`src/sv/data_run_list_decoder_top_defines.svh`:
```
// assertion macros shared by the run list decoder
`ifndef DATA_RUN_LIST_DECODER_TOP_DEFINES_SVH
`define DATA_RUN_LIST_DECODER_TOP_DEFINES_SVH

// same-cycle implication, masked during reset
`define DRL_ASSERT_NOW(label, clk, rst_n, ante, cons) \
    label: assert property (@(posedge clk) disable iff (!(rst_n)) (ante) |-> (cons)) \
        else $error("run list decoder check failed");

// next-cycle implication, masked during reset
`define DRL_ASSERT_NEXT(label, clk, rst_n, ante, cons) \
    label: assert property (@(posedge clk) disable iff (!(rst_n)) (ante) |=> (cons)) \
        else $error("run list decoder check failed");

`endif

```
`src/sv/drl_pkg.sv`:
```
package drl_pkg;

    localparam int BYTE_W  = 8;
    localparam int START_W = 63;
    localparam int COUNT_W = 64;
    localparam int CODE_W  = 3;

    localparam logic [CODE_W-1:0] END_RUN       = 3'd0;
    localparam logic [CODE_W-1:0] END_ZERO_HEAD = 3'd1;
    localparam logic [CODE_W-1:0] END_ZERO_LEN  = 3'd2;
    localparam logic [CODE_W-1:0] END_TRUNC     = 3'd3;
    localparam logic [CODE_W-1:0] END_BUF       = 3'd4;

    typedef struct packed {
        logic               valid;
        logic [START_W-1:0] run_start;
        logic [COUNT_W-1:0] run_length;
        logic [CODE_W-1:0]  end_code;
        logic               list_done;
    } t_result;

endpackage

```
`src/sv/drl_core.sv`:
```
module drl_core (
    input  logic                        i_clk,
    input  logic                        i_rst_n,
    input  logic                        i_fire,
    input  logic [drl_pkg::BYTE_W-1:0]  i_data_byte,
    input  logic                        i_last_byte,
    output drl_pkg::t_result            o_res
);
    import drl_pkg::*;

    typedef enum logic [1:0] {
        PH_HEAD = 2'd0,
        PH_LEN  = 2'd1,
        PH_OFF  = 2'd2,
        PH_DONE = 2'd3
    } t_phase;

    localparam logic [63:0] ALL_ONES = '1;

    t_phase      r_phase, n_phase;
    logic [3:0]  r_len_left, n_len_left;
    logic [3:0]  r_off_left, n_off_left;
    logic [3:0]  r_idx, n_idx;
    logic [63:0] r_len_acc, n_len_acc;
    logic [63:0] r_off_acc, n_off_acc;
    logic [63:0] r_prev, n_prev;

    logic [63:0] w_field_acc;
    logic [3:0]  w_left;
    logic [63:0] w_taken;
    logic [3:0]  w_idx_next;
    logic [3:0]  w_left_dec;
    logic [63:0] w_sign_mask;
    logic [63:0] w_delta;
    logic [63:0] w_sum;
    logic [63:0] w_count;
    logic        do_end;
    logic        do_finish;
    logic        do_clear;
    logic [CODE_W-1:0] end_code;

    // or the byte into its lane; bytes past the eighth fall away
    function automatic logic [63:0] f_take(input logic [63:0] acc, input logic [3:0] idx,
                                           input logic [7:0] b);
        logic [63:0] r;
        r = acc;
        for (int k = 0; k < 8; k++) begin
            if (idx == 4'(k)) begin
                r[k*8 +: 8] = r[k*8 +: 8] | b;
            end
        end
        return r;
    endfunction

    always_comb begin
        w_field_acc = (r_phase == PH_LEN) ? r_len_acc : r_off_acc;
        w_left      = (r_phase == PH_LEN) ? r_len_left : r_off_left;
        w_taken     = f_take(w_field_acc, r_idx, i_data_byte);
        w_idx_next  = (r_idx != 4'd15) ? r_idx + 4'd1 : r_idx;
        w_left_dec  = w_left - 4'd1;
        // sign extension from the last offset byte, short offsets only
        w_sign_mask = '0;
        if (i_data_byte[7] && w_idx_next < 4'd8) begin
            for (int k = 1; k < 8; k++) begin
                if (w_idx_next == 4'(k)) begin
                    w_sign_mask = ALL_ONES << (8 * k);
                end
            end
        end
        w_delta = (r_phase == PH_OFF) ? (w_taken | w_sign_mask) : '0;
        w_sum   = r_prev + w_delta;
        w_count = (r_phase == PH_LEN) ? w_taken : r_len_acc;
    end

    always_comb begin
        n_phase    = r_phase;
        n_len_left = r_len_left;
        n_off_left = r_off_left;
        n_idx      = r_idx;
        n_len_acc  = r_len_acc;
        n_off_acc  = r_off_acc;
        n_prev     = r_prev;
        do_end     = 1'b0;
        do_finish  = 1'b0;
        do_clear   = 1'b0;
        end_code   = END_RUN;
        o_res      = '0;

        if (i_fire) begin
            unique case (r_phase)
                PH_HEAD: begin
                    if (i_data_byte == '0) begin
                        do_end   = 1'b1;
                        end_code = END_ZERO_HEAD;
                    end else if (i_data_byte[3:0] == 4'd0) begin
                        do_end   = 1'b1;
                        end_code = END_ZERO_LEN;
                    end else if (i_last_byte) begin
                        do_end   = 1'b1;
                        end_code = END_TRUNC;
                    end else begin
                        n_len_left = i_data_byte[3:0];
                        n_off_left = i_data_byte[7:4];
                        n_idx      = '0;
                        n_len_acc  = '0;
                        n_off_acc  = '0;
                        n_phase    = PH_LEN;
                    end
                end
                PH_LEN: begin
                    n_len_acc  = w_taken;
                    n_len_left = w_left_dec;
                    n_idx      = w_idx_next;
                    if (w_left_dec == 4'd0 && r_off_left == 4'd0) begin
                        do_finish = 1'b1;
                    end else begin
                        if (w_left_dec == 4'd0) begin
                            n_phase = PH_OFF;
                            n_idx   = '0;
                        end
                        if (i_last_byte) begin
                            do_end   = 1'b1;
                            end_code = END_TRUNC;
                        end
                    end
                end
                PH_OFF: begin
                    n_off_acc  = w_taken;
                    n_off_left = w_left_dec;
                    n_idx      = w_idx_next;
                    if (w_left_dec == 4'd0) begin
                        do_finish = 1'b1;
                    end else if (i_last_byte) begin
                        do_end   = 1'b1;
                        end_code = END_TRUNC;
                    end
                end
                PH_DONE: begin
                    do_clear = i_last_byte;
                end
                default: begin
                    n_phase = PH_HEAD;
                end
            endcase

            if (do_finish) begin
                n_prev  = w_sum;
                n_phase = PH_HEAD;
                n_idx   = '0;
                if (!w_sum[63]) begin
                    o_res.valid      = 1'b1;
                    o_res.run_start  = w_sum[START_W-1:0];
                    o_res.run_length = w_count;
                    o_res.end_code   = END_RUN;
                    o_res.list_done  = i_last_byte;
                    do_clear         = i_last_byte;
                end else if (i_last_byte) begin
                    // negative start on the final byte turns into a buffer end
                    do_end   = 1'b1;
                    end_code = END_BUF;
                end
            end

            if (do_end) begin
                o_res.valid     = 1'b1;
                o_res.end_code  = end_code;
                o_res.list_done = 1'b1;
                if (i_last_byte) begin
                    do_clear = 1'b1;
                end else begin
                    n_phase = PH_DONE;
                end
            end

            if (do_clear) begin
                n_phase    = PH_HEAD;
                n_len_left = '0;
                n_off_left = '0;
                n_idx      = '0;
                n_len_acc  = '0;
                n_off_acc  = '0;
                n_prev     = '0;
            end
        end
    end

    always_ff @(posedge i_clk) begin
        if (!i_rst_n) begin
            r_phase    <= PH_HEAD;
            r_len_left <= '0;
            r_off_left <= '0;
            r_idx      <= '0;
            r_len_acc  <= '0;
            r_off_acc  <= '0;
            r_prev     <= '0;
        end else begin
            r_phase    <= n_phase;
            r_len_left <= n_len_left;
            r_off_left <= n_off_left;
            r_idx      <= n_idx;
            r_len_acc  <= n_len_acc;
            r_off_acc  <= n_off_acc;
            r_prev     <= n_prev;
        end
    end

endmodule

```
`src/sv/data_run_list_decoder_top.sv`:
```
// a word taken into the input register goes through the parser and lands in the result register, which drives o_valid
// throughput: one byte per cycle while the result is not held; each byte takes one pass through the field merge
// and the 64-bit start cluster adder between the input and result registers
// a held result does not block the input register, which takes one more word
// reset: synchronous active-low i_rst_n empties both registers and returns the
// parser to the header state with a zero running start cluster
module data_run_list_decoder_top (
    input  logic                         i_clk,
    input  logic                         i_rst_n,
    input  logic                         i_valid,
    output logic                         o_stall,
    input  logic [drl_pkg::BYTE_W-1:0]   i_data_byte,
    input  logic                         i_last_byte,
    output logic                         o_valid,
    input  logic                         i_stall,
    output logic [drl_pkg::START_W-1:0]  o_start_cluster,
    output logic [drl_pkg::COUNT_W-1:0]  o_cluster_count,
    output logic [drl_pkg::CODE_W-1:0]   o_end_code,
    output logic                         o_list_done
);
    import drl_pkg::*;

`include "data_run_list_decoder_top_defines.svh"

    logic              r_in_valid;
    logic [BYTE_W-1:0] r_in_byte;
    logic              r_in_last;
    logic              r_out_valid;
    t_result           r_out;
    t_result           w_res;
    logic              w_go;
    logic              w_fire;

    // the result register can take a new value unless it is held
    assign w_go    = !(r_out_valid && i_stall);
    assign w_fire  = r_in_valid && w_go;
    assign o_stall = r_in_valid && !w_go;

    always_ff @(posedge i_clk) begin
        if (!i_rst_n) begin
            r_in_valid <= 1'b0;
        end else if (!o_stall) begin
            r_in_valid <= i_valid;
        end
    end

    always_ff @(posedge i_clk) begin
        if (i_valid && !o_stall) begin
            r_in_byte <= i_data_byte;
            r_in_last <= i_last_byte;
        end
    end

    drl_core u_core (
        .i_clk       (i_clk),
        .i_rst_n     (i_rst_n),
        .i_fire      (w_fire),
        .i_data_byte (r_in_byte),
        .i_last_byte (r_in_last),
        .o_res       (w_res)
    );

    always_ff @(posedge i_clk) begin
        if (!i_rst_n) begin
            r_out_valid <= 1'b0;
        end else if (w_go) begin
            r_out_valid <= w_res.valid;
        end
    end

    always_ff @(posedge i_clk) begin
        if (w_go && w_res.valid) begin
            r_out <= w_res;
        end
    end

    assign o_valid         = r_out_valid;
    assign o_start_cluster = r_out.run_start;
    assign o_cluster_count = r_out.run_length;
    assign o_end_code      = r_out.end_code;
    assign o_list_done     = r_out.list_done;

    `DRL_ASSERT_NOW(a_end_is_done, i_clk, i_rst_n, w_res.valid && w_res.end_code != END_RUN, w_res.list_done)
    `DRL_ASSERT_NOW(a_end_no_payload, i_clk, i_rst_n, w_res.valid && w_res.end_code != END_RUN, w_res.run_start == '0 && w_res.run_length == '0)
    `DRL_ASSERT_NOW(a_stall_needs_word, i_clk, i_rst_n, o_stall, r_in_valid && r_out_valid)
    `DRL_ASSERT_NEXT(a_result_lands, i_clk, i_rst_n, w_fire && w_res.valid, o_valid)

endmodule
```
`config.mk`:
```
export PLATFORM = sky130hd
export DESIGN_NAME = data_run_list_decoder_top
export DESIGN_NICKNAME = d
export VERILOG_FILES = /design/src/sv/drl_pkg.sv /design/src/sv/drl_core.sv /design/src/sv/data_run_list_decoder_top.sv
export VERILOG_INCLUDE_DIRS = /design/src /design/src/sv
export SDC_FILE = /design/constraint.sdc
export NUM_CORES = 1
export LEC_CHECK = 0
export ABC_AREA = 1
export BUFFER_PORTS_ARGS = -buffer_cell sky130_fd_sc_hd__buf_2
export CAP_MARGIN = 20
export CORE_MARGIN = 3
export CORE_UTILIZATION = 26
export CTS_BUF_LIST = sky130_fd_sc_hd__clkbuf_2 sky130_fd_sc_hd__clkbuf_4 sky130_fd_sc_hd__clkbuf_8
export CTS_CLUSTER_SIZE = 40
export DETAILED_ROUTE_END_ITERATION = 16
export SETUP_SLACK_MARGIN = 0.3
export SLEW_MARGIN = 30
export SYNTH_ARGS = -nofsm -noshare
export SYNTH_HDL_FRONTEND = slang
export SYNTH_HIERARCHICAL = 1
export SYNTH_SLANG_ARGS = --single-unit
export TNS_END_PERCENT = 1
```
`constraint.sdc`:
```
create_clock -name i_clk -period 13.4 [get_ports i_clk]
set_input_delay 0.67 -clock i_clk [delete_from_list [all_inputs] [get_ports i_clk]]
set_output_delay 0.67 -clock i_clk [all_outputs]
set_load 0.05 [all_outputs]
```
### Yosys cells after proc, flatten, opt, wreduce, memory -nomap -nowiden

Index checks and enable logic that the tools add are counted.

| cells by class | value |
|---|---|
| muxes and demuxes | 92 |
| reductions and logical operators | 24 |
| eq/ne operators | 24 |
| bitwise logic cells | 11 |
| $add $sub $neg | 3 |
| magnitude comparators | 1 |

Operators by type and width:

| cell | count |
|---|---|
| $mux 64 | 18 |
| $mux 132 | 3 |
| $pmux 64 s2 | 2 |
| $mux 4 | 18 |
| $add 64x64->64 | 1 |
| $mux 8 | 8 |
| $or 64x64->64 | 1 |
| $or 8x8->8 | 8 |
| $eq 4x3->1 const B | 8 |
| $mux 3 | 7 |
| $mux 2 | 10 |
| $mux 1 | 19 |
| $eq 4x2->1 const B | 4 |
| $logic_not 4->1 | 4 |
| $pmux 4 s2 | 2 |
| $reduce_and 5->1 | 3 |
| $ne 4x4->1 const B | 3 |
| $pmux 4 s3 | 1 |
| $pmux 3 s3 | 1 |
| $eq 4x1->1 const B | 2 |
| $logic_not 8->1 | 1 |
| $logic_and 1x1->1 | 7 |
| $ne 3x3->1 const B | 2 |
| $reduce_bool 3->1 | 2 |
| other kinds (17) | 20 |

| word-level totals | value |
|---|---|
| input bits | 13 |
| register bits | 348 |
| output and inout port bits | 133 |
| word-level logic and storage cells | 170 |

### Logic depth before layout (Yosys ltp)

Gate-level depths: netlist (run 1).

| depth | value |
|---|---|
| word-level depth | 21 |
| depth in mapped cells | 30 |
| gate-level depth less buffers | 29 |

### Cells and area by module

Netlist (run 1), hierarchy kept.

Modules (own cells, without submodules):

| module | area an instance (µm²) | times used | cells an instance | sequential area each (µm²) |
|---|---|---|---|---|
| drl_core | 16588.4 | 1 | 2811 | 4124.0 |
| data_run_list_decoder_top | 4309.1 | 1 | 156 | 4244.1 |

### Worst setup path after synthesis (run 1)

Ideal clock, no wire load.

| timing path | value |
|---|---|
| path kind | reg2reg |
| start point | register u_core.r_idx[0] |
| end point | register r_out, in the netlist o_cluster_count[0], enable pin |
| setup time | 0.625 ns |
| setup slack | 3.264 ns |
| path buffers | 2 |
| period minus slack after synthesis | 10.136 ns |
| cell stages (with the launch flop) | 28 |
| arrival | 9.511 ns |
| required time | 12.775 ns |
| path through | dfxtp_1 -> ha_1 -> inv_1 -> nand2_1 -> nand2_1 -> nand3_1 -> nor2_1 -> nor2_1 -> nand2_1 -> o311ai_0 -> o21ai_0 -> ha_1 -> nand2_1 -> nor2_1 -> inv_1 -> nor2_1 -> inv_1 -> nor4_1 -> nand2_1 -> nand2_1 -> nand3_1 -> nand2_1 -> nand3_1 -> buf_2 -> buf_2 -> nand2_1 -> inv_1 -> nor2_1 |

RTL lines:

| what | line | source |
|---|---|---|
| start, declared | drl_core.sv:23 | `logic [3:0] r_idx, n_idx;` |
| start signal, assigned | drl_core.sv:200 | `r_idx <= n_idx;` |
| end signal, assigned | data_run_list_decoder_top.sv:73 | `r_out <= w_res;` |
| end, declared | data_run_list_decoder_top.sv:29 | `t_result r_out;` |

==> reports/metrics.cfg, run 1 <==
[power_and_ir_drop]
p_leak_uw=0.009262
power_uw=2690
ir_drop_mv=0.06329
p_per_area_nw_per_um2=112.5

[clock_tree]
cts_buffer_depth=3
cts_htree_levels=3
cts_tree=yes
post_cts_buffers=0
clk_latency_ns=0.67
postCtsHoldBufs=0
cts_buffers=67
clock-sinks=348
cts_root_buf=clkbuf_8
path_clk_slew_ns=0.06
postCtsResizedCells=0

[timing]
fin_ws_ns=5.888
period_share_pct=56.06
tightest_slew_ns=1.058
rsz0062_at_grt=no
fin_setup_tns_ns=0
finalSetupViolCount=0
slew_headroom_pct=27.62
layout_min_cycle_time_ns=7.512
drv_slew=0
finClkSkew_ns=0.03536
fmax_mhz=133.1
finalHoldViolCount=0

[critical_path]
start_kind=register
crit_path_end_kind=register
cp_max_fo=106
crit_required_ns=13.67
crit_type=register to register
arrival_ns=7.79

[yosys]
yosys.cell_types.count=49
synth_edf_count=140
netlist_area_um2=20900
synth_area_leaders=edfxtp_1 (20%), dfxtp_1 (20%), nand2_1 (12%), nor2_1 (8.7%), a21oi_1 (7.0%)
synth_nets=3055
ys_ff_latch=348
yosys-top-cells-count=nand2_1 (655), nor2_1 (487), inv_1 (312)
ys_seq_area_share_pct=40.04
synth_top_area_share_pct=20.12
ys.flop_type=dfxtp_1
syn_inst=2967
synth_top_area_cell=edfxtp_1
syn_avg_cell_area_um2=7.043
synth_warnings=6
async_flop_share_pct=0
synth_most_common_cell=nand2_1

[grt]
antenna_found_initial=3
grt_use_met2_pct=27.73
track_usage_pct=17.81
grt_overflow=0
grt_busiest_layer=met2
grt_max_degree=107
met1_usage_pct=24.36
grt_pass1_vias=18680
met3_usage_pct=3.898
grt_pass1_wl_um=114500

[drt]
vias=20570
drt_first_pass_iters=5
drc=0
drt-initial-drc-count=1808
drtAntennaViolNets=0
wl_per_cell_um=18.60
wl_um=77110
via_per_inst=4.962

[floorplan]
dieArea_um2=83810
initial_utilization_pct=26.37
die_h_um=289.5
fp-row-count=103
core_area_um2=79260
die_x_um=289.5
ios=146

[run]
maxCapViolations=0

[final_layout]
fill_cells=8700
area_delta_synth_final_pct=14.45
multi_input_area_um2=10630
drive_gt1_share_pct=10.28
nets=3130
post-route-util_pct=30.18
stdcell_count=4145
final-seq-area_um2=8368

[placement]
dp.cells=4023
gp_congestion=0.9533
dp_hpwl_um=54000
portBuffers=145
dp_slack_ns=5.999

[status]
status=finished clean

[worst_hold_path]
hp-class=input pin to register

==> flip-flops by register name, summed over array words and instances, names as in the netlist, 2 cells and up <==
name and flops:
u_core/r_off_left 4, o_end_code 3, o_start_cluster 63, u_core/r_phase 2, u_core/r_len_acc 64, u_core/r_len_left 4
u_core/r_idx 4, r_in_byte 8, u_core/r_prev 64, u_core/r_off_acc 64, o_cluster_count 64
==> critical path, stage by stage (launching register included) <==
cell and delay, ns:
dfxtp_1 0.37, inv_1 0.19, ha_4 0.38, buf_4 0.58
buf_4 0.86, a21oi_1 0.15, o21ai_0 0.14, inv_1 0.10
o21ai_0 0.36, ha_1 0.37, a21oi_1 0.23, o21ai_0 0.19
a21oi_1 0.23, o21a_1 0.15, nand2_1 0.17, a21oi_1 0.19
nand3_1 0.14, nand2_1 0.15, nand3_4 0.54, nand2_1 0.26
inv_1 0.10, nor2_4 0.39, buf_4 0.67
==> metal layers <==
layer | up-vias | wire length [um]
met5 | - | 27
met2 | 737 | 34700
met4 | 4 | 2235
met1 | 9665 | 34160
li1 | 10030 | -
met3 | 136 | 5990
==> power breakdown <==
| part | internal (uW) | switching (uW) |
|---|---|---|
| clock | 654 | 494 |
| combinational | 83.1 | 303 |
| sequential | 1140 | 17.1 |
| total | 1880 | 814 |
==> worst paths after layout <==
kind	startpoint	to	slack [ns]	cells after the start
min reg2reg	u_core/r_prev[58]	u_core/r_prev[58]	0.47	2
max reg2reg	u_core/r_phase[1]	o_start_cluster[17]	5.89	22
min	i_data_byte[2]	r_in_byte[2]	0.19	1
max	u_core/r_phase[1]	o_start_cluster[17]	5.89	22
==> cell type report <==
type,instances,share of cell area (%)
multi-input combinational,2133,44.46
sequential,348,34.99
tap,1050,5.493
inverter,318,5.038
antenna,1,0.01046
clock inverter,26,0.9887
clock buffer,95,4.996
timing repair buffer,174,4.028
==> metrics by stage <==
step / instance area, um^2 / hold WS (ns)
3_5_place_dp: 22480 / 0.4616
2_1_floorplan: 20900 / 0.4478
4_1_cts: 23910 / 0.1387
5_1_grt: 23920 / 0.1491
6_report: 23920 / 0.1907
3_3_place_gp: 22450 / 0.4589
==> cell families (layout without fill, tap and decap cells) <==
| group | count (synthesis) | after routing | share of synthesized area [%] |
|---|---|---|---|
| AO/OA/AOI/OAI | 616 | 616 | 16.54 |
| XOR/XNOR | 43 | 43 | 1.802 |
| adder cells (fa/ha/maj) | 75 | 75 | 4.526 |
| buffers and inverters | 486 | 613 | 9.394 |
| flip-flops | 348 | 348 | 40.04 |
| other | 0 | 1 | 0 |
| AND/OR/NAND/NOR | 1399 | 1399 | 27.70 |
==> layout by cell type, fill, tap and decap left out, types with 4 or more instances in the layout <==
| master | instances |
|---|---|
| a211oi_1 | 26 |
| a21boi_0 | 5 |
| a21o_1 | 13 |
| a21oi_1 | 293 |
| a221oi_1 | 33 |
| a31oi_1 | 43 |
| buf_2 | 145 |
| buf_4 | 26 |
| bufinv_16 | 4 |
| clkbuf_4 | 18 |
| clkbuf_8 | 77 |
| clkinv_1 | 8 |
| clkinv_2 | 10 |
| clkinvlp_4 | 4 |
| dfxtp_1 | 208 |
| edfxtp_1 | 140 |
| ha_1 | 73 |
| inv_1 | 312 |
| nand2_1 | 655 |
| nand2_2 | 4 |
| nand3_1 | 110 |
| nand3b_1 | 4 |
| nand4_1 | 103 |
| nor2_1 | 483 |
| nor2_4 | 4 |
| nor3_1 | 12 |
| nor4_1 | 10 |
| o211ai_1 | 5 |
| o21a_1 | 6 |
| o21ai_0 | 175 |
| o21bai_1 | 6 |
| xnor2_1 | 9 |
| xor2_1 | 34 |
(Power assumes the default switching activity.)
==> inputs of run 2 (changes only) <==
clock period = 6.5 ns   (was 13.4 ns; I/O delays follow)
==> reports/metrics.cfg, run 2 (same netlist as run 1, synthesis figures left out) <==
[grt]
grt_pass1_wl_um=115700  ; +1.0%
grt_pass1_vias=19020  ; +1.8%
grt_overflow=0  ; unchanged
antenna_found_initial=2  ; -1
track_usage_pct=17.90  ; +0.091 points
grt_max_degree=127  ; +19%

[final_layout]
nets=3169  ; +1.2%
final_common_cell=nand2_1
area_delta_synth_final_pct=16.78
most-common-layout-cells=nand2_1 (655), nor2_1 (484), inv_1 (312)
drive_gt1_share_pct=10.98  ; +0.70 points

[drt]
via_per_inst=5.012  ; +1.0%
drtAntennaViolNets=0  ; unchanged
drt_first_pass_iters=6  ; +1
drt-initial-drc-count=2024  ; +12%
wl_per_cell_um=18.72  ; +0.61%
wl_um=78350  ; +1.6%
vias=20980  ; +2.0%
drc=0  ; unchanged

[timing]
layout_min_cycle_time_ns=5.731  ; -1.781 ns
drv_slew=0  ; unchanged
hold_ws_ns=0.08050  ; -0.1102 ns
tightest_slew_ns=0.9306  ; -0.1277 ns
fmax_mhz=174.5  ; +31%
finalSetupViolCount=0  ; unchanged
finalHoldViolCount=0  ; unchanged
slew_headroom_pct=37.96  ; +10 points
finClkSkew_ns=0.02993  ; -0.005430 ns
fin_setup_tns_ns=0  ; unchanged
period_share_pct=88.16  ; +32 points
rsz0062_at_grt=no

[critical_path]
crit_type=register to register
arrival_ns=6.03  ; -1.76 ns
crit_path_end_kind=register
cp_max_fo=70  ; -34%
start_kind=register
crit_required_ns=6.80  ; -6.87 ns

[clock_tree]
clk_latency_ns=0.67  ; about the same
cts_root_buf=clkbuf_8
cts_htree_levels=3  ; unchanged
cts_buffer_depth=3  ; unchanged
clock-sinks=348  ; unchanged
postCtsResizedCells=0  ; unchanged
cts_tree=yes
cts_buffers=66  ; -1.5%
path_clk_slew_ns=0.06  ; about the same

[placement]
portBuffers=145  ; unchanged
dp_hpwl_um=54810  ; +1.5%
gp_congestion=0.9583  ; +0.52%

[floorplan]
ios=146  ; unchanged
die_x_um=289.5  ; unchanged
fp-row-count=103  ; unchanged
dieArea_um2=83810  ; unchanged
core_area_um2=79260  ; unchanged
initial_utilization_pct=26.37  ; unchanged
die_h_um=289.5  ; unchanged

[power_and_ir_drop]
p_per_area_nw_per_um2=229.8  ; +100%
ir_drop_mv=0.1538  ; +140%
p_leak_uw=0.009507  ; +2.6%

[run]
maxCapViolations=0  ; unchanged

[status]
status=finished clean

[worst_hold_path]
hp-class=input pin to register

[run 2: cell count changes in the layout (fill, tap and decap cells not counted), sizes merged]
| cell | before | now |
|---|---|---|
| dlygate4sd3 | 0 | 11 |
| bufinv | 4 | 5 |
| clkinv | 18 | 22 |
| diode | 1 | 2 |
| clkbuf | 95 | 90 |
| inv | 318 | 320 |
| buf | 174 | 203 |
| clkinvlp | 4 | 2 |
[run 2: worst paths after layout]
kind / start / endpoint / slack, ns / cells after the start
max: u_core/r_phase[1] / o_cluster_count[33] / 0.77 / 25
min reg2reg: u_core/r_prev[41] / u_core/r_prev[41] / 0.47 / 2
max reg2reg: u_core/r_phase[1] / o_cluster_count[33] / 0.77 / 25
min: i_rst_n / u_core/r_off_left[3] / 0.08 / 3
[run 2: critical path, cell delays in order, from the launching register on]
cell,delay [ns]
dfxtp_1,0.36
inv_1,0.19
ha_4,0.60
buf_12,0.28
buf_4,0.31
nor2_1,0.09
a21oi_1,0.10
o21ai_0,0.11
inv_1,0.11
o21ai_0,0.09
ha_1,0.38
inv_1,0.07
o21ai_0,0.11
inv_1,0.08
o21ai_0,0.16
a21oi_1,0.30
o21a_1,0.17
nand2_1,0.21
a21oi_1,0.28
nand3_1,0.15
nand2_1,0.15
nand3_4,0.23
nand2_1,0.16
inv_1,0.08
nor2_4,0.15
buf_12,0.32
[run 2: stage by stage]
step	worst slack [ns]	utilization (%)	cell area (um^2)	instances	total power, uW
floorplan	0.3005	-	20910	2967	2999
detailed placement	0.7137	28.76	22790	4050	3244
global route	0.4512	30.79	24400	4185	5847
global placement	0.7692	28.76	22790	4050	3239
CTS	0.6850	30.72	24350	4182	5666
finish	0.7693	30.79	24400	4186	5608
[run 2: metal layers]
metal	routed length (um)	track usage, %	vias up
met5	0	0	-
met4	2038	5.642	0
met3	6272	3.239	125
met2	35120	28.15	875
met1	34920	24.87	9866
li1	-	-	10120
[run 2: cell type report]
class                      count  area (um^2)
inverter                     318         1202
tap                         1050         1314
timing repair buffer         214         1441
sequential                   348         8368
clock inverter                31        289.0
multi-input combinational   2133        10630
fill                        8709        54850
antenna                        2        5.005
clock buffer                  90         1157
[run 2: what timing repair did]
item	4_1_cts	5_1_grt
setup buffers	0	1
hold buffers	11	0
endpoints found under the setup margin	0	75
hold endpoints to repair	10	0
[run 2: power by group]
group	leakage [uW]	switching [uW]	internal, uW
combinational	0.00575	634	195
clock	0.000756	1030	1370
sequential	0.00300	42.7	2350
